===== src/hdl/pid_pkg.sv =====
// Shared constants and types for the PID controller with integral separation.
// No dependencies; every other file of the block imports this package.
`default_nettype none

package pid_pkg;

    localparam int DATA_WIDTH_DEF = 32;
    localparam int FRAC_BITS_DEF  = 16;

    localparam int GAIN_W    = 32;
    localparam int THR_W     = 31;
    localparam int ACC_W     = 48;
    localparam int SUM_W     = ACC_W + 2;
    localparam int LIMB_W    = 24;
    localparam int DMS_W     = 9;
    localparam int DT_MIN_MS = 10;
    localparam int DT_MAX_MS = 500;
    localparam int MS_SHIFT  = 16;
    localparam int CFG_IDX_W = 3;
    localparam int QUEUE_DEPTH = 2;

    typedef enum logic [CFG_IDX_W-1:0] {
        CFG_GAIN_P     = 3'd0,
        CFG_GAIN_I     = 3'd1,
        CFG_GAIN_D     = 3'd2,
        CFG_SEP_THR    = 3'd3,
        CFG_LIMIT_HIGH = 3'd4,
        CFG_LIMIT_LOW  = 3'd5
    } t_cfg_index;

    typedef struct packed {
        logic full;
        logic empty;
    } t_queue_status;

endpackage

`default_nettype wire


===== src/hdl/pid_front.sv =====
// Input stage: takes items, forms the error and the clamped time step in Q format.
// Depends on pid_pkg; feeds pid_fifo.
`default_nettype none

module pid_front
    import pid_pkg::*;
#(
    parameter int DATA_WIDTH = DATA_WIDTH_DEF,
    parameter int FRAC_BITS  = FRAC_BITS_DEF
) (
    input  logic                          i_clk,
    input  logic                          i_rst_n,
    input  logic                          i_valid,
    output logic                          o_ready,
    input  logic signed [DATA_WIDTH-1:0]  i_setpoint,
    input  logic signed [DATA_WIDTH-1:0]  i_measured,
    input  logic        [31:0]            i_stamp_ms,
    input  t_queue_status                 i_queue,
    output logic                          o_push,
    output logic signed [DATA_WIDTH:0]    o_err,
    output logic        [FRAC_BITS-1:0]   o_dt
);

    localparam int EW = DATA_WIDTH + 1;
    localparam longint unsigned MS_TO_Q =
        ((64'd1 << (FRAC_BITS + MS_SHIFT)) + 64'd500) / 64'd1000;
    localparam int K_W    = FRAC_BITS + 7;
    localparam int PROD_W = DMS_W + K_W + 1;
    localparam int DTF_W  = PROD_W - MS_SHIFT;

    logic                   r_valid;
    logic signed [EW-1:0]   r_err;
    logic [DMS_W-1:0]       r_dms;
    logic [31:0]            r_prev_stamp;

    logic                   accept;
    logic signed [31:0]     stamp_diff;
    logic [DMS_W-1:0]       dms_clamped;
    logic [PROD_W-1:0]      prod;
    logic [DTF_W-1:0]       dt_full;

    assign accept  = i_valid && o_ready;
    assign o_push  = r_valid && !i_queue.full;
    assign o_ready = !r_valid || o_push;

    // A backwards stamp reads as a negative step and lands on the low clamp.
    always_comb begin
        stamp_diff = signed'(i_stamp_ms - r_prev_stamp);
        if (stamp_diff < DT_MIN_MS) begin
            dms_clamped = DMS_W'(DT_MIN_MS);
        end else if (stamp_diff > DT_MAX_MS) begin
            dms_clamped = DMS_W'(DT_MAX_MS);
        end else begin
            dms_clamped = stamp_diff[DMS_W-1:0];
        end
    end

    always_comb begin
        prod    = PROD_W'(r_dms) * PROD_W'(MS_TO_Q) + (PROD_W'(1) << (MS_SHIFT - 1));
        dt_full = prod[PROD_W-1:MS_SHIFT];
        o_dt    = (dt_full == '0) ? FRAC_BITS'(1) : dt_full[FRAC_BITS-1:0];
        o_err   = r_err;
    end

    always_ff @(posedge i_clk) begin
        if (!i_rst_n) begin
            r_valid      <= 1'b0;
            r_prev_stamp <= '0;
        end else begin
            if (accept) begin
                r_valid      <= 1'b1;
                r_prev_stamp <= i_stamp_ms;
            end else if (o_push) begin
                r_valid <= 1'b0;
            end
        end
    end

    always_ff @(posedge i_clk) begin
        if (accept) begin
            r_err <= EW'(i_setpoint) - EW'(i_measured);
            r_dms <= dms_clamped;
        end
    end

endmodule

`default_nettype wire


===== src/hdl/pid_fifo.sv =====
// Short queue between the input stage and the arithmetic core.
// Depends on pid_pkg for its depth and status type.
`default_nettype none

module pid_fifo
    import pid_pkg::*;
#(
    parameter int WIDTH = 8
) (
    input  logic             i_clk,
    input  logic             i_rst_n,
    input  logic             i_push,
    input  logic [WIDTH-1:0] i_data,
    input  logic             i_pop,
    output logic [WIDTH-1:0] o_data,
    output t_queue_status    o_status
);

    localparam int PTR_W = (QUEUE_DEPTH > 1) ? $clog2(QUEUE_DEPTH) : 1;
    localparam int CNT_W = $clog2(QUEUE_DEPTH + 1);

    logic [WIDTH-1:0] r_mem [QUEUE_DEPTH];
    logic [PTR_W-1:0] r_wr;
    logic [PTR_W-1:0] r_rd;
    logic [CNT_W-1:0] r_count;

    assign o_status.full  = (r_count == CNT_W'(QUEUE_DEPTH));
    assign o_status.empty = (r_count == '0);
    assign o_data         = r_mem[r_rd];

    always_ff @(posedge i_clk) begin
        if (!i_rst_n) begin
            r_wr    <= '0;
            r_rd    <= '0;
            r_count <= '0;
        end else begin
            if (i_push) begin
                r_wr <= r_wr + PTR_W'(1);
            end
            if (i_pop) begin
                r_rd <= r_rd + PTR_W'(1);
            end
            if (i_push && !i_pop) begin
                r_count <= r_count + CNT_W'(1);
            end else if (i_pop && !i_push) begin
                r_count <= r_count - CNT_W'(1);
            end
        end
    end

    always_ff @(posedge i_clk) begin
        if (i_push) begin
            r_mem[r_wr] <= i_data;
        end
    end

endmodule

`default_nettype wire


===== src/hdl/pid_mulq.sv =====
// Shared fractional multiplier: floor(a*b / 2^FRAC_BITS) saturated to 48 bits.
// The wide operand is taken in two 24-bit limbs. Depends on pid_pkg.
`default_nettype none

module pid_mulq
    import pid_pkg::*;
#(
    parameter int BW        = ACC_W,
    parameter int FRAC_BITS = FRAC_BITS_DEF
) (
    input  logic                     i_clk,
    input  logic                     i_rst_n,
    input  logic                     i_start,
    input  logic signed [GAIN_W-1:0] i_a,
    input  logic signed [BW-1:0]     i_b,
    output logic                     o_done,
    output logic signed [ACC_W-1:0]  o_res
);

    localparam int HI_W = BW - LIMB_W;
    localparam int MB_W = HI_W + 1;
    localparam int MP_W = GAIN_W + MB_W;
    localparam int PW   = GAIN_W + BW;
    localparam int UP_W = PW - ACC_W + 1;

    typedef enum logic [4:0] {
        MUL_IDLE = 5'b00001,
        MUL_LO   = 5'b00010,
        MUL_HI   = 5'b00100,
        MUL_SAT  = 5'b01000,
        MUL_DONE = 5'b10000
    } t_mul_state;

    t_mul_state              r_state;
    t_mul_state              n_state;
    logic signed [GAIN_W-1:0] r_a;
    logic signed [BW-1:0]     r_b;
    logic signed [PW-1:0]     r_acc;
    logic signed [ACC_W-1:0]  r_res;

    logic signed [MB_W-1:0]  mul_b;
    logic signed [MP_W-1:0]  mul_p;
    logic signed [PW-1:0]    mul_ext;
    logic signed [PW-1:0]    shifted;
    logic [UP_W-1:0]         upper;
    logic signed [ACC_W-1:0] sat_res;

    always_comb begin
        if (r_state == MUL_LO) begin
            mul_b = signed'({{(MB_W - LIMB_W){1'b0}}, r_b[LIMB_W-1:0]});
        end else begin
            mul_b = signed'({r_b[BW-1], r_b[BW-1:LIMB_W]});
        end
        mul_p   = r_a * mul_b;
        mul_ext = PW'(mul_p);
        shifted = r_acc >>> FRAC_BITS;
        upper   = shifted[PW-1:ACC_W-1];
        if ((&upper) || !(|upper)) begin
            sat_res = shifted[ACC_W-1:0];
        end else if (shifted[PW-1]) begin
            sat_res = signed'({1'b1, {(ACC_W-1){1'b0}}});
        end else begin
            sat_res = signed'({1'b0, {(ACC_W-1){1'b1}}});
        end
    end

    always_comb begin
        unique case (r_state)
            MUL_IDLE: n_state = i_start ? MUL_LO : MUL_IDLE;
            MUL_LO:   n_state = MUL_HI;
            MUL_HI:   n_state = MUL_SAT;
            MUL_SAT:  n_state = MUL_DONE;
            MUL_DONE: n_state = MUL_IDLE;
            default:  n_state = MUL_IDLE;
        endcase
    end

    assign o_done = (r_state == MUL_DONE);
    assign o_res  = r_res;

    always_ff @(posedge i_clk) begin
        if (!i_rst_n) begin
            r_state <= MUL_IDLE;
        end else begin
            r_state <= n_state;
        end
    end

    always_ff @(posedge i_clk) begin
        if (r_state == MUL_IDLE && i_start) begin
            r_a <= i_a;
            r_b <= i_b;
        end
        if (r_state == MUL_LO) begin
            r_acc <= mul_ext;
        end
        if (r_state == MUL_HI) begin
            r_acc <= r_acc + (mul_ext <<< LIMB_W);
        end
        if (r_state == MUL_SAT) begin
            r_res <= sat_res;
        end
    end

endmodule

`default_nettype wire


===== src/hdl/pid_core.sv =====
// Arithmetic core: integral update with separation and anti-windup, derivative
// by a radix-2 divider, P+I+D sum and output clamp. Depends on pid_pkg, pid_mulq.
`default_nettype none

module pid_core
    import pid_pkg::*;
#(
    parameter int DATA_WIDTH = DATA_WIDTH_DEF,
    parameter int FRAC_BITS  = FRAC_BITS_DEF
) (
    input  logic                         i_clk,
    input  logic                         i_rst_n,
    input  t_queue_status                i_queue,
    input  logic signed [DATA_WIDTH:0]   i_err,
    input  logic        [FRAC_BITS-1:0]  i_dt,
    output logic                         o_pop,
    input  logic signed [GAIN_W-1:0]     i_gain_p,
    input  logic signed [GAIN_W-1:0]     i_gain_i,
    input  logic signed [GAIN_W-1:0]     i_gain_d,
    input  logic        [THR_W-1:0]      i_sep_thr,
    input  logic signed [DATA_WIDTH-1:0] i_limit_high,
    input  logic signed [DATA_WIDTH-1:0] i_limit_low,
    output logic                         o_valid,
    input  logic                         i_ready,
    output logic signed [DATA_WIDTH-1:0] o_drive
);

    localparam int EW     = DATA_WIDTH + 1;
    localparam int DERR_W = DATA_WIDTH + 2;
    localparam int NMAG_W = DATA_WIDTH + 1;
    localparam int NW     = NMAG_W + FRAC_BITS;
    localparam int NWE    = NW + (NW % 2);
    localparam int STEPS  = NWE / 2;
    localparam int CNT_W  = $clog2(STEPS);
    localparam int BW     = (EW > ACC_W) ? EW : ACC_W;
    localparam int QX     = (NWE > ACC_W + 1) ? NWE : ACC_W + 1;
    localparam int CMP_W  = (EW > THR_W) ? EW : THR_W;

    typedef enum logic [8:0] {
        ST_IDLE    = 9'b000000001,
        ST_DIV     = 9'b000000010,
        ST_RATE    = 9'b000000100,
        ST_MUL_INT = 9'b000001000,
        ST_MUL_P   = 9'b000010000,
        ST_MUL_I   = 9'b000100000,
        ST_MUL_D   = 9'b001000000,
        ST_FINISH  = 9'b010000000,
        ST_OUT     = 9'b100000000
    } t_core_state;

    function automatic logic signed [ACC_W-1:0] sat_acc(input logic signed [SUM_W-1:0] v);
        logic [SUM_W-ACC_W:0] up;
        up = v[SUM_W-1:ACC_W-1];
        if ((&up) || !(|up)) begin
            return v[ACC_W-1:0];
        end else if (v[SUM_W-1]) begin
            return signed'({1'b1, {(ACC_W-1){1'b0}}});
        end else begin
            return signed'({1'b0, {(ACC_W-1){1'b1}}});
        end
    endfunction

    t_core_state             r_state;
    t_core_state             n_state;
    logic signed [EW-1:0]    r_err;
    logic [FRAC_BITS-1:0]    r_dt;
    logic                    r_inside;
    logic                    r_do_int;
    logic                    r_neg;
    logic [NWE-1:0]          r_num;
    logic [FRAC_BITS-1:0]    r_rem;
    logic [CNT_W-1:0]        r_cnt;
    logic signed [ACC_W-1:0] r_rate;
    logic signed [ACC_W-1:0] r_integral;
    logic signed [EW-1:0]    r_prev_err;
    logic signed [ACC_W-1:0] r_prev_raw;
    logic signed [SUM_W-1:0] r_acc;
    logic                    r_issued;
    logic                    r_out_valid;
    logic signed [DATA_WIDTH-1:0] r_drive;

    logic                    load_item;
    logic                    out_load;
    logic                    div_last;
    logic signed [DERR_W-1:0] derr;
    logic [DERR_W-1:0]       dmag;
    logic [EW-1:0]           aerr;
    logic                    in_band;
    logic                    take;
    logic signed [ACC_W-1:0] lh_ext;
    logic signed [ACC_W-1:0] ll_ext;
    logic [FRAC_BITS:0]      rem_a;
    logic [FRAC_BITS:0]      rem_a2;
    logic [FRAC_BITS:0]      rem_b;
    logic [FRAC_BITS:0]      rem_b2;
    logic                    q_a;
    logic                    q_b;
    logic [QX-1:0]           q_lim;
    logic [QX-1:0]           q_mag;
    logic signed [ACC_W-1:0] rate;
    logic signed [ACC_W-1:0] clamp_hi;
    logic signed [ACC_W-1:0] clamp_lo;
    logic                    mul_start;
    logic                    mul_done;
    logic signed [GAIN_W-1:0] mul_a;
    logic signed [BW-1:0]    mul_b;
    logic signed [ACC_W-1:0] mul_res;
    logic                    in_mul;

    assign lh_ext    = ACC_W'(i_limit_high);
    assign ll_ext    = ACC_W'(i_limit_low);
    assign load_item = (r_state == ST_IDLE) && !i_queue.empty;
    assign o_pop     = load_item;
    assign out_load  = (r_state == ST_OUT) && (!r_out_valid || i_ready);
    assign div_last  = (r_cnt == CNT_W'(STEPS - 1));
    assign in_mul    = (r_state == ST_MUL_INT) || (r_state == ST_MUL_P) ||
                       (r_state == ST_MUL_I) || (r_state == ST_MUL_D);
    assign mul_start = in_mul && !r_issued;
    assign o_valid   = r_out_valid;
    assign o_drive   = r_drive;

    // Classification of a new item against the state left by the previous one.
    always_comb begin
        derr = DERR_W'(i_err) - DERR_W'(r_prev_err);
        dmag = derr[DERR_W-1] ? DERR_W'(-derr) : DERR_W'(derr);
        aerr = i_err[EW-1] ? EW'(-i_err) : EW'(i_err);
        in_band = CMP_W'(aerr) < CMP_W'(i_sep_thr);
        if (r_prev_raw >= lh_ext) begin
            take = i_err[EW-1];
        end else if (r_prev_raw <= ll_ext) begin
            take = !i_err[EW-1] && (i_err != '0);
        end else begin
            take = 1'b1;
        end
    end

    // Two restoring division steps per cycle on |derr| * 2^FRAC_BITS.
    always_comb begin
        rem_a  = {r_rem, r_num[NWE-1]};
        q_a    = rem_a >= {1'b0, r_dt};
        rem_a2 = q_a ? rem_a - {1'b0, r_dt} : rem_a;
        rem_b  = {rem_a2[FRAC_BITS-1:0], r_num[NWE-2]};
        q_b    = rem_b >= {1'b0, r_dt};
        rem_b2 = q_b ? rem_b - {1'b0, r_dt} : rem_b;
    end

    always_comb begin
        q_lim = (QX'(1) << (ACC_W - 1)) - (r_neg ? QX'(0) : QX'(1));
        q_mag = (QX'(r_num) > q_lim) ? q_lim : QX'(r_num);
        rate  = r_neg ? ACC_W'(-q_mag) : ACC_W'(q_mag);
        clamp_hi = (r_prev_raw > lh_ext) ? lh_ext : r_prev_raw;
        clamp_lo = (clamp_hi < ll_ext) ? ll_ext : clamp_hi;
    end

    always_comb begin
        unique case (r_state)
            ST_MUL_INT: begin
                mul_a = signed'(GAIN_W'(r_dt));
                mul_b = BW'(r_err);
            end
            ST_MUL_P: begin
                mul_a = i_gain_p;
                mul_b = BW'(r_err);
            end
            ST_MUL_I: begin
                mul_a = i_gain_i;
                mul_b = BW'(r_integral);
            end
            ST_MUL_D: begin
                mul_a = i_gain_d;
                mul_b = BW'(r_rate);
            end
            default: begin
                mul_a = '0;
                mul_b = '0;
            end
        endcase
    end

    always_comb begin
        unique case (r_state)
            ST_IDLE:    n_state = load_item ? ST_DIV : ST_IDLE;
            ST_DIV:     n_state = div_last ? ST_RATE : ST_DIV;
            ST_RATE:    n_state = r_do_int ? ST_MUL_INT : ST_MUL_P;
            ST_MUL_INT: n_state = mul_done ? ST_MUL_P : ST_MUL_INT;
            ST_MUL_P: begin
                if (mul_done) begin
                    n_state = r_inside ? ST_MUL_I : ST_MUL_D;
                end else begin
                    n_state = ST_MUL_P;
                end
            end
            ST_MUL_I:   n_state = mul_done ? ST_MUL_D : ST_MUL_I;
            ST_MUL_D:   n_state = mul_done ? ST_FINISH : ST_MUL_D;
            ST_FINISH:  n_state = ST_OUT;
            ST_OUT:     n_state = out_load ? ST_IDLE : ST_OUT;
            default:    n_state = ST_IDLE;
        endcase
    end

    pid_mulq #(
        .BW        (BW),
        .FRAC_BITS (FRAC_BITS)
    ) u_mulq (
        .i_clk   (i_clk),
        .i_rst_n (i_rst_n),
        .i_start (mul_start),
        .i_a     (mul_a),
        .i_b     (mul_b),
        .o_done  (mul_done),
        .o_res   (mul_res)
    );

    always_ff @(posedge i_clk) begin
        if (!i_rst_n) begin
            r_state     <= ST_IDLE;
            r_issued    <= 1'b0;
            r_out_valid <= 1'b0;
            r_prev_err  <= '0;
            r_integral  <= '0;
            r_prev_raw  <= '0;
        end else begin
            r_state <= n_state;
            if (mul_start) begin
                r_issued <= 1'b1;
            end else if (mul_done) begin
                r_issued <= 1'b0;
            end
            if (out_load) begin
                r_out_valid <= 1'b1;
            end else if (i_ready) begin
                r_out_valid <= 1'b0;
            end
            if (r_state == ST_MUL_INT && mul_done) begin
                r_integral <= sat_acc(SUM_W'(r_integral) + SUM_W'(mul_res));
            end
            if (r_state == ST_FINISH) begin
                r_prev_raw <= sat_acc(r_acc);
                r_prev_err <= r_err;
            end
        end
    end

    always_ff @(posedge i_clk) begin
        if (load_item) begin
            r_err    <= i_err;
            r_dt     <= i_dt;
            r_inside <= in_band;
            r_do_int <= in_band && take;
            r_neg    <= derr[DERR_W-1];
            r_num    <= NWE'({dmag[NMAG_W-1:0], {FRAC_BITS{1'b0}}});
            r_rem    <= '0;
            r_cnt    <= '0;
        end
        if (r_state == ST_DIV) begin
            r_num <= {r_num[NWE-3:0], q_a, q_b};
            r_rem <= rem_b2[FRAC_BITS-1:0];
            r_cnt <= r_cnt + CNT_W'(1);
        end
        if (r_state == ST_RATE) begin
            r_rate <= rate;
        end
        if (mul_done) begin
            if (r_state == ST_MUL_P) begin
                r_acc <= SUM_W'(mul_res);
            end else if (r_state == ST_MUL_I || r_state == ST_MUL_D) begin
                r_acc <= r_acc + SUM_W'(mul_res);
            end
        end
        if (out_load) begin
            r_drive <= clamp_lo[DATA_WIDTH-1:0];
        end
    end

    a_div_rem: assert property (@(posedge i_clk) disable iff (!i_rst_n)
        (r_state == ST_DIV) |-> (r_rem < r_dt))
        else $error("divider remainder not below the time step");

    a_done_issued: assert property (@(posedge i_clk) disable iff (!i_rst_n)
        mul_done |-> r_issued)
        else $error("multiplier result without a pending request");

    a_issued_state: assert property (@(posedge i_clk) disable iff (!i_rst_n)
        r_issued |-> (r_state == ST_MUL_INT || r_state == ST_MUL_P ||
                      r_state == ST_MUL_I || r_state == ST_MUL_D))
        else $error("multiplier request pending outside a multiply step");

endmodule

`default_nettype wire


===== src/hdl/pid_integral_separation_antiwindup.sv =====
// Positional PID controller with integral separation and anti-windup.
// Input channel i_valid/o_ready carries setpoint, measured value and a
// millisecond stamp; output channel o_valid/i_ready carries the drive.
// Each transfer in yields exactly one transfer out, in order.
// Configuration is written through i_cfg_we/i_cfg_index/i_cfg_data, one
// register per cycle; the user must write it only while no item is in
// flight, as the block itself does not enforce this.
// The derivative divider retires two quotient bits a cycle, and one shared
// multiplier forms the products one after another. A blocked integral update
// skips the integral step product; an error outside the band skips both
// integral products. Items are processed one at a time, so the core takes no
// new item before it is through with the last one.
// An input stage and a two-entry queue hold further items while the core
// works, and a finished result waits in the output register when the
// receiver stalls; the core holds its next result until it is taken.
// Synchronous reset clears the gains and threshold, opens the limits to the
// full range, and zeroes the stamp, error, integral and output history.
// Depends on pid_pkg, pid_front, pid_fifo, pid_mulq and pid_core.
`default_nettype none

module pid_integral_separation_antiwindup
    import pid_pkg::*;
#(
    parameter int DATA_WIDTH = DATA_WIDTH_DEF,
    parameter int FRAC_BITS  = FRAC_BITS_DEF
) (
    input  logic                         i_clk,
    input  logic                         i_rst_n,
    input  logic                         i_valid,
    output logic                         o_ready,
    input  logic signed [DATA_WIDTH-1:0] i_setpoint,
    input  logic signed [DATA_WIDTH-1:0] i_measured,
    input  logic        [31:0]           i_stamp_ms,
    output logic                         o_valid,
    input  logic                         i_ready,
    output logic signed [DATA_WIDTH-1:0] o_drive,
    input  logic                         i_cfg_we,
    input  logic [CFG_IDX_W-1:0]         i_cfg_index,
    input  logic [((DATA_WIDTH > GAIN_W) ? DATA_WIDTH : GAIN_W)-1:0] i_cfg_data
);

    localparam int EW  = DATA_WIDTH + 1;
    localparam int QW  = EW + FRAC_BITS;

    logic signed [GAIN_W-1:0]     r_gain_p;
    logic signed [GAIN_W-1:0]     r_gain_i;
    logic signed [GAIN_W-1:0]     r_gain_d;
    logic        [THR_W-1:0]      r_sep_thr;
    logic signed [DATA_WIDTH-1:0] r_limit_high;
    logic signed [DATA_WIDTH-1:0] r_limit_low;

    t_queue_status                queue_status;
    logic                         push;
    logic                         pop;
    logic signed [EW-1:0]         front_err;
    logic        [FRAC_BITS-1:0]  front_dt;
    logic        [QW-1:0]         queue_rd;

    always_ff @(posedge i_clk) begin
        if (!i_rst_n) begin
            r_gain_p     <= '0;
            r_gain_i     <= '0;
            r_gain_d     <= '0;
            r_sep_thr    <= '0;
            r_limit_high <= signed'({1'b0, {(DATA_WIDTH-1){1'b1}}});
            r_limit_low  <= signed'({1'b1, {(DATA_WIDTH-1){1'b0}}});
        end else if (i_cfg_we) begin
            unique case (i_cfg_index)
                CFG_GAIN_P:     r_gain_p     <= i_cfg_data[GAIN_W-1:0];
                CFG_GAIN_I:     r_gain_i     <= i_cfg_data[GAIN_W-1:0];
                CFG_GAIN_D:     r_gain_d     <= i_cfg_data[GAIN_W-1:0];
                CFG_SEP_THR:    r_sep_thr    <= i_cfg_data[THR_W-1:0];
                CFG_LIMIT_HIGH: r_limit_high <= i_cfg_data[DATA_WIDTH-1:0];
                CFG_LIMIT_LOW:  r_limit_low  <= i_cfg_data[DATA_WIDTH-1:0];
                default: begin
                end
            endcase
        end
    end

    pid_front #(
        .DATA_WIDTH (DATA_WIDTH),
        .FRAC_BITS  (FRAC_BITS)
    ) u_front (
        .i_clk      (i_clk),
        .i_rst_n    (i_rst_n),
        .i_valid    (i_valid),
        .o_ready    (o_ready),
        .i_setpoint (i_setpoint),
        .i_measured (i_measured),
        .i_stamp_ms (i_stamp_ms),
        .i_queue    (queue_status),
        .o_push     (push),
        .o_err      (front_err),
        .o_dt       (front_dt)
    );

    pid_fifo #(
        .WIDTH (QW)
    ) u_fifo (
        .i_clk    (i_clk),
        .i_rst_n  (i_rst_n),
        .i_push   (push),
        .i_data   ({front_err, front_dt}),
        .i_pop    (pop),
        .o_data   (queue_rd),
        .o_status (queue_status)
    );

    pid_core #(
        .DATA_WIDTH (DATA_WIDTH),
        .FRAC_BITS  (FRAC_BITS)
    ) u_core (
        .i_clk        (i_clk),
        .i_rst_n      (i_rst_n),
        .i_queue      (queue_status),
        .i_err        (queue_rd[QW-1:FRAC_BITS]),
        .i_dt         (queue_rd[FRAC_BITS-1:0]),
        .o_pop        (pop),
        .i_gain_p     (r_gain_p),
        .i_gain_i     (r_gain_i),
        .i_gain_d     (r_gain_d),
        .i_sep_thr    (r_sep_thr),
        .i_limit_high (r_limit_high),
        .i_limit_low  (r_limit_low),
        .o_valid      (o_valid),
        .i_ready      (i_ready),
        .o_drive      (o_drive)
    );

endmodule

`default_nettype wire


===== config.mk =====
export PLATFORM = sky130hd
export DESIGN_NAME = pid_integral_separation_antiwindup
export DESIGN_NICKNAME = d
export VERILOG_FILES = /design/src/hdl/pid_pkg.sv /design/src/hdl/pid_front.sv /design/src/hdl/pid_fifo.sv /design/src/hdl/pid_mulq.sv /design/src/hdl/pid_core.sv /design/src/hdl/pid_integral_separation_antiwindup.sv
export SDC_FILE = /design/constraint.sdc
export NUM_CORES = 2
export LEC_CHECK = 0
export ABC_AREA = 1
export BUFFER_PORTS_ARGS = -buffer_cell sky130_fd_sc_hd__buf_4
export CORE_MARGIN = 2
export CORE_UTILIZATION = 60
export CTS_BUF_LIST = sky130_fd_sc_hd__clkbuf_16
export CTS_CLUSTER_DIAMETER = 200
export CTS_CLUSTER_SIZE = 40
export DETAILED_ROUTE_END_ITERATION = 7
export HOLD_SLACK_MARGIN = 0.1
export PLACE_DENSITY = 0.85
export SLEW_MARGIN = 10
export SYNTH_ARGS = -nofsm -noshare
export SYNTH_HDL_FRONTEND = slang
export SYNTH_HIERARCHICAL = 1
export SYNTH_SLANG_ARGS = --single-unit

===== constraint.sdc =====
create_clock -name i_clk -period 12.25 [get_ports i_clk]
set_input_delay 1.225 -clock i_clk [delete_from_list [all_inputs] [get_ports i_clk]]
set_output_delay 1.225 -clock i_clk [all_outputs]
set_load 0.01 [all_outputs]

* After elaboration in Yosys (flattened, before gate mapping)
Memory sizes are Yosys's and may differ from the RTL's. A register that Yosys moved wholly into a read port is not among the register bits.
Cells that the tools add are included.
** Word-level totals
- Memory bits (writable) :: 98
- Bits in latches :: 0
- Flip-flop bits (word level) :: 876
- Memory bits (read-only) :: 0
- Memories kept :: 1
** Memories
- u_fifo.r_mem :: depth 2, bits a word 49, rd ports 1, clocked after Yosys merged registers in 1, wr ports 1, RTL line pid_fifo.sv:22 : logic [WIDTH-1:0] r_mem [QUEUE_DEPTH];
** Cells by class
- $lt $le $gt $ge :: 10
- Reduce and logical (&&, ||, !) cells :: 57
- $add $sub $neg :: 18
- Multiplexer cells :: 56
- Multiply operators :: 2
- Shift-type cells :: 0
- Divide/modulo/power cells :: 0
- Bitwise logic cells :: 0
- Equality and inequality tests :: 21
** Operators by type and width (count)
- 48-bit two-way mux :: 9
- 50-bit two-way mux :: 4
- 80-bit two-way mux :: 2
- 48-bit one-hot mux with 3 select lines :: 1
- 32-bit one-hot mux with 4 select lines :: 1
- 9-bit one-hot mux with 9 select lines :: 1
- 80-bit adder :: 1
- 16-bit two-way mux :: 5
- 33-bit two-way mux :: 2
- 33-bit negator :: 2
- 32-bit by 25-bit multiplier with 57-bit output :: 1
- 50-bit by 48-bit adder with 50-bit output :: 1
- 50-bit > comparator :: 1
- 48-bit by 48-bit adder with 49-bit output :: 1
- 48-bit by 1-bit subtractor with 49-bit output (first input constant) :: 1
- 48-bit by 32-bit >= comparator with 1-bit output :: 1
- 48-bit by 32-bit > comparator with 1-bit output :: 1
- 48-bit by 32-bit less-or-equal comparator with 1-bit output :: 1
- 48-bit by 32-bit < comparator with 1-bit output :: 1
- 48-bit negator :: 1
- 17-bit by 16-bit >= comparator with 1-bit output :: 2
- 33-bit by 33-bit subtractor with 34-bit output :: 1
- 32-bit by 16-bit adder with 33-bit output (second input constant) :: 1
- 33-bit by 31-bit < comparator with 1-bit output :: 1
- other kinds (52) :: 121

* Depth between registers and ports, before layout
- Depth in word-level cells :: 7
- Depth in mapped cells :: 51

* Cells and area by module
Netlist, hierarchy kept.
** Modules (own cells, without submodules)
- pid_mulq :: area an instance 40338.7 um^2, sequential area each 5865.6 um^2, instances 1, cells an instance 4900
- pid_core :: area an instance 35352.7 um^2, sequential area each 10400.0 um^2, instances 1, cells an instance 4995
- pid_front :: area an instance 10481.3 um^2, sequential area each 1921.8 um^2, instances 1, cells an instance 1551
- pid_integral_separation_antiwindup :: area an instance 7372.1 um^2, sequential area each 3823.7 um^2, instances 1, cells an instance 1051
- pid_fifo :: area an instance 3808.7 um^2, sequential area each 3042.9 um^2, instances 1, cells an instance 187

* Worst setup path after synthesis
No wires, ideal clock.
- Path type :: reg2reg
- From :: register u_core.u_mulq.r_state[3]
- To :: register u_core.u_mulq.r_acc[79] (data pin)
- Cell stages (with the launch flop) :: 45
- Data required time :: 11994 ps
- Path buffers :: 3
- Period minus slack after synthesis :: 8582 ps
- Arrival :: 8327 ps
- Setup time :: 256 ps
- Slack :: 3668 ps
- Path through :: dfxtp_1 nor2_1 inv_2 nor4_4 clkbuf_1 or2_2 o21ai_1 buf_4 buf_4 nor2_1 fa_1 fa_1 inv_1 fa_1 inv_1 fa_1 fa_1 fa_1 [9 not listed] nor2_1 nand3_1 nand3_1 nand2_1 and2_1 ha_1 nand2_1 nor2_1 nand4_1 nor2_1 and2_1 nand2_1 nand3_1 nand2_1 nand2_1 nand2_1 nand3_1 nand2_1
** On the way
- Word-level cells in the longest chain between the ends :: 5
- Elaborated cells between the ends (all ways) :: 7
- Those cells by class :: add/sub: 1; mul: 1; eq/ne: 2; mux: 3
** RTL lines
- start, declared :: RTL line pid_mulq.sv:34 : t_mul_state r_state;
- start signal, assigned :: RTL line pid_mulq.sv:85 : r_state <= n_state;
- 5-bit by 2-bit equality test with 1-bit output :: RTL line pid_mulq.sv:49 : if (r_state == MUL_LO) begin
- 25-bit two-way mux :: RTL line pid_mulq.sv:49
- 32-bit by 25-bit multiplier with 57-bit output :: RTL line pid_mulq.sv:54 : mul_p = r_a * mul_b;
- 80-bit adder or 80-bit two-way mux (tied branches) :: RTL line pid_mulq.sv:98, pid_mulq.sv:94
- 80-bit two-way mux (*) :: RTL line pid_mulq.sv:97 : if (r_state == MUL_HI) begin
- end signal, assigned :: RTL line pid_mulq.sv:95 : r_acc <= mul_ext;
- end signal, assigned :: RTL line pid_mulq.sv:98 : r_acc <= r_acc + (mul_ext <<< LIMB_W);
- end, declared :: RTL line pid_mulq.sv:38 : logic signed [PW-1:0] r_acc;
Every way passes the cells marked *; elsewhere a longest branch is shown, timed or not. The select of a mux whose other input is x is not followed.
A chain may end at the register's enable or synchronous reset.

* Worst setup path after layout
- From :: register u_core.u_mulq.r_state[0]
- To :: register u_core.u_mulq.r_acc[69] (data pin)
Same word-level chain as after synthesis.

==> results.yml <==
timing:
  tns_ps: 0
  max_freq_mhz: 88.8
  hold_slack_ps: 448
  finalClockSkew_ps: 119
  finalCriticalPeriod_ps: 11270
  setup_viol: 0
  slew_violations: 0
  worst_pin_slew_ps: 1360
  rsz0062_at_grt: "false"
  finalCritPeriodShare: 0.920
  slew_headroom: 0.0867
  finalHoldViolations: 0
floorplanning:
  start_util: 0.605
  core-area_sq_um: 161000
  die_w_um: 407
  die_h_um: 407
  die-area_sq_um: 165000
  rows: 147
  ioPinCount: 170
drt:
  post_drt_wl_per_cell_um: 23.7
  routed_wl_mm: 351
  drt_iter0_markers: 10426
  firstDrtPassIters: 8
  route.detailed.drc: 1
  ant_nets: 0
  vias_per_cell: 5.96
  vias: 88125
cts:
  clk_path_buf_depth: 3
  clkTransAtPathRegs_ps: 150
  post_cts_buffers: 0
  root_buffer: "clkbuf_16"
  post_cts_resized: 0
  cts_tree: "done"
  insertion_delay_ps: 770
  holdBufCountCts: 0
  htreeDepth: 1
  numCtsBuffers: 28
  clock-sinks: 959
yosys:
  yosys.cell_types.count: 80
  synth_edf_count: 585
  synth.cell_area_sq_um: 97400
  synth_area_per_cell_sq_um: 7.68
  async_reset_ff_frac: 0
  ys_seq_area_frac: 0.257
  synth-seq-cells: 959
  synth_cells: 12684
  ys_warn_count: 6
  ys.flop_type: "edfxtp_1"
  syn_nets: 14444
grt:
  antenna_found_initial: 11
  grtUsageTotal: 0.421
  grt_pass1_wl_mm: 522
  grt_max_degree: 175
  grt_pass1_vias: 86255
  grt_remaining_overflow: 0
status:
  failed_checks: "design-rule violations"
  outcome: "complete, but fails checks"
critical_path:
  cp.required_ps: 12710
  path_max_fanout: 27
  cp_slowest_cell: "inv_2"
  critPathLaunchType: "flop"
  cp_top_family: "adder cells"
  crit_type: "reg2reg"
  ff2ff_setup_slack_ps: 980
  cpPeakStageDelay_ps: 620
  endpoint_kind: "flop"
  arrival_ps: 11720
  worst_path_most_repeated_cell: "inv_1"
  critPathBufInv: 11
pwr:
  p_total_mw: 13.1
  irDropWorstVdd_uv: 561
  leakage_nw: 48.9
  p_per_area_nw_per_um2: 129
layout:
  drive_gt1_frac: 0.0524
  multi_input_area_sq_um: 62500
  num-fill-cells: 14196
  final_nets: 14349
  register_area_sq_um: 25100
  syn_to_final_growth_pct: 4.20
worst_hold_path:
  hold_path.class: "reg2reg"
place:
  hpwl_mm: 282
  routabilityCongestion: 1.06
  port_buffers: 169
run:
  maxCapViolCount: 0
## cells in the final DEF, fill, tap and decap left out, types with 47 or more instances in the layout
cell      instances
or2_2            54
nand3_1         749
ha_1            761
nand2_1        2809
inv_1          2100
o21bai_1         47
edfxtp_1        585
a31oi_1          69
buf_4           277
inv_2            56
o21ai_0         511
dfxtp_1         373
xnor2_1         113
a211oi_1         61
a21oi_1         689
fa_1            863
nor3_1           93
nor2_1         1541
nand4_1         118
xor2_1          173
## final timing paths
check,cells past startpoint,to,from
max,40,u_core/u_mulq/r_acc[69]$_DFFE_PP_,u_core/u_mulq/r_state[0]$_SDFF_PN1_
min,0,u_fifo/r_mem[0][44]$_DFFE_PP_,u_front/o_err[28]$_DFFE_PP_
max reg2reg,40,u_core/u_mulq/r_acc[69]$_DFFE_PP_,u_core/u_mulq/r_state[0]$_SDFF_PN1_
min reg2reg,0,u_fifo/r_mem[0][44]$_DFFE_PP_,u_front/o_err[28]$_DFFE_PP_
## cell families (layout without fill, tap and decap cells)
group,count (synthesis),in the layout,synth area share
compound gates,1616,1616,0.0938
xor+xnor,292,292,0.0270
fa+ha+maj,1624,1624,0.275
buf+inv,2555,2482,0.102
flops,959,959,0.257
mux,50,50,0.00616
other cells,0,10,0
simple gates,5588,5588,0.239
## power by group
group          leakage, nW  internal, mW  switching [mW]  total (mW)
clock                0.486         0.445            1.03        1.48
combinational         40.1          2.35            4.97        7.32
sequential            8.32          4.02           0.270        4.29
## flip-flops by register name, indices dropped and copies added, names as in the netlist, 48 cells and up, named ones only
name and flops:
u_core/r_integral 48, u_core/r_rate 48, u_core/u_mulq/r_acc 64, u_core/r_num 50, u_core/u_mulq/r_b 48, u_fifo/r_mem 98, u_core/r_acc 50, u_core/r_prev_raw 48
u_core/u_mulq/o_res 48
## cells in the mapped netlist, types with 18 or more instances
cell       instances  area share
mux2_2            39      0.0045
clkbuf_1         218      0.0084
o21ai_0          513       0.026
a211oi_1          61      0.0047
o21ai_1           38      0.0020
buf_4             26      0.0020
edfxtp_1         585        0.18
nand3_1          750       0.039
nand2_1         2814        0.11
xnor2_1          113       0.010
nor4_1            30      0.0019
nand4_1          118      0.0076
o21bai_1          47      0.0036
inv_2             50      0.0019
buf_1             44      0.0017
a21o_1            27      0.0021
nand2_2           33      0.0021
nand3b_1          33      0.0025
nor2_1          1552       0.060
or2_2             54      0.0035
dfxtp_1          374       0.077
a31oi_1           69      0.0044
inv_1           2087       0.080
ha_1             761       0.098
a21oi_1          689       0.035
o211ai_1          22      0.0017
nor3_1            94      0.0048
o21ai_2           21      0.0019
a21boi_0          18      0.0014
buf_2            107      0.0055
fa_1             863        0.18
o21a_1            24      0.0019
and2_1            27      0.0017
o2111ai_1         21      0.0019
nor2_2            27      0.0017
xor2_1           173       0.016
## per-stage QoR
stage               setup slack, ps  area [sq um]  instances   util
floorplan                      3670         97400      12684      -
global placement               1100        100000      14715  0.624
detailed placement             1200        100000      14715  0.624
global route                    605        101000      14772  0.630
CTS                            1210        101000      14767  0.630
finish                          984        101000      14781  0.630
## layer usage
layer | vias up | GRT usage | part of all wire
li1 | 40085 | - | -
met1 | 41726 | 0.522 | 0.37
met2 | 5004 | 0.641 | 0.43
met3 | 1300 | 0.114 | 0.11
met4 | 10 | 0.287 | 0.084
met5 | - | 0.00476 | 0.00034
## final cells by class
cell class | instances | area share
multi-input cells | 9170 | 0.617
clock inverters | 23 | 0.00138
well taps | 2160 | 0.0266
inverters | 2146 | 0.0794
repair buffers | 284 | 0.0216
flip-flops and latches | 959 | 0.247
diodes | 10 | 0.000247
clock buffers | 29 | 0.00715
Power figures use the tool's default switching activity.
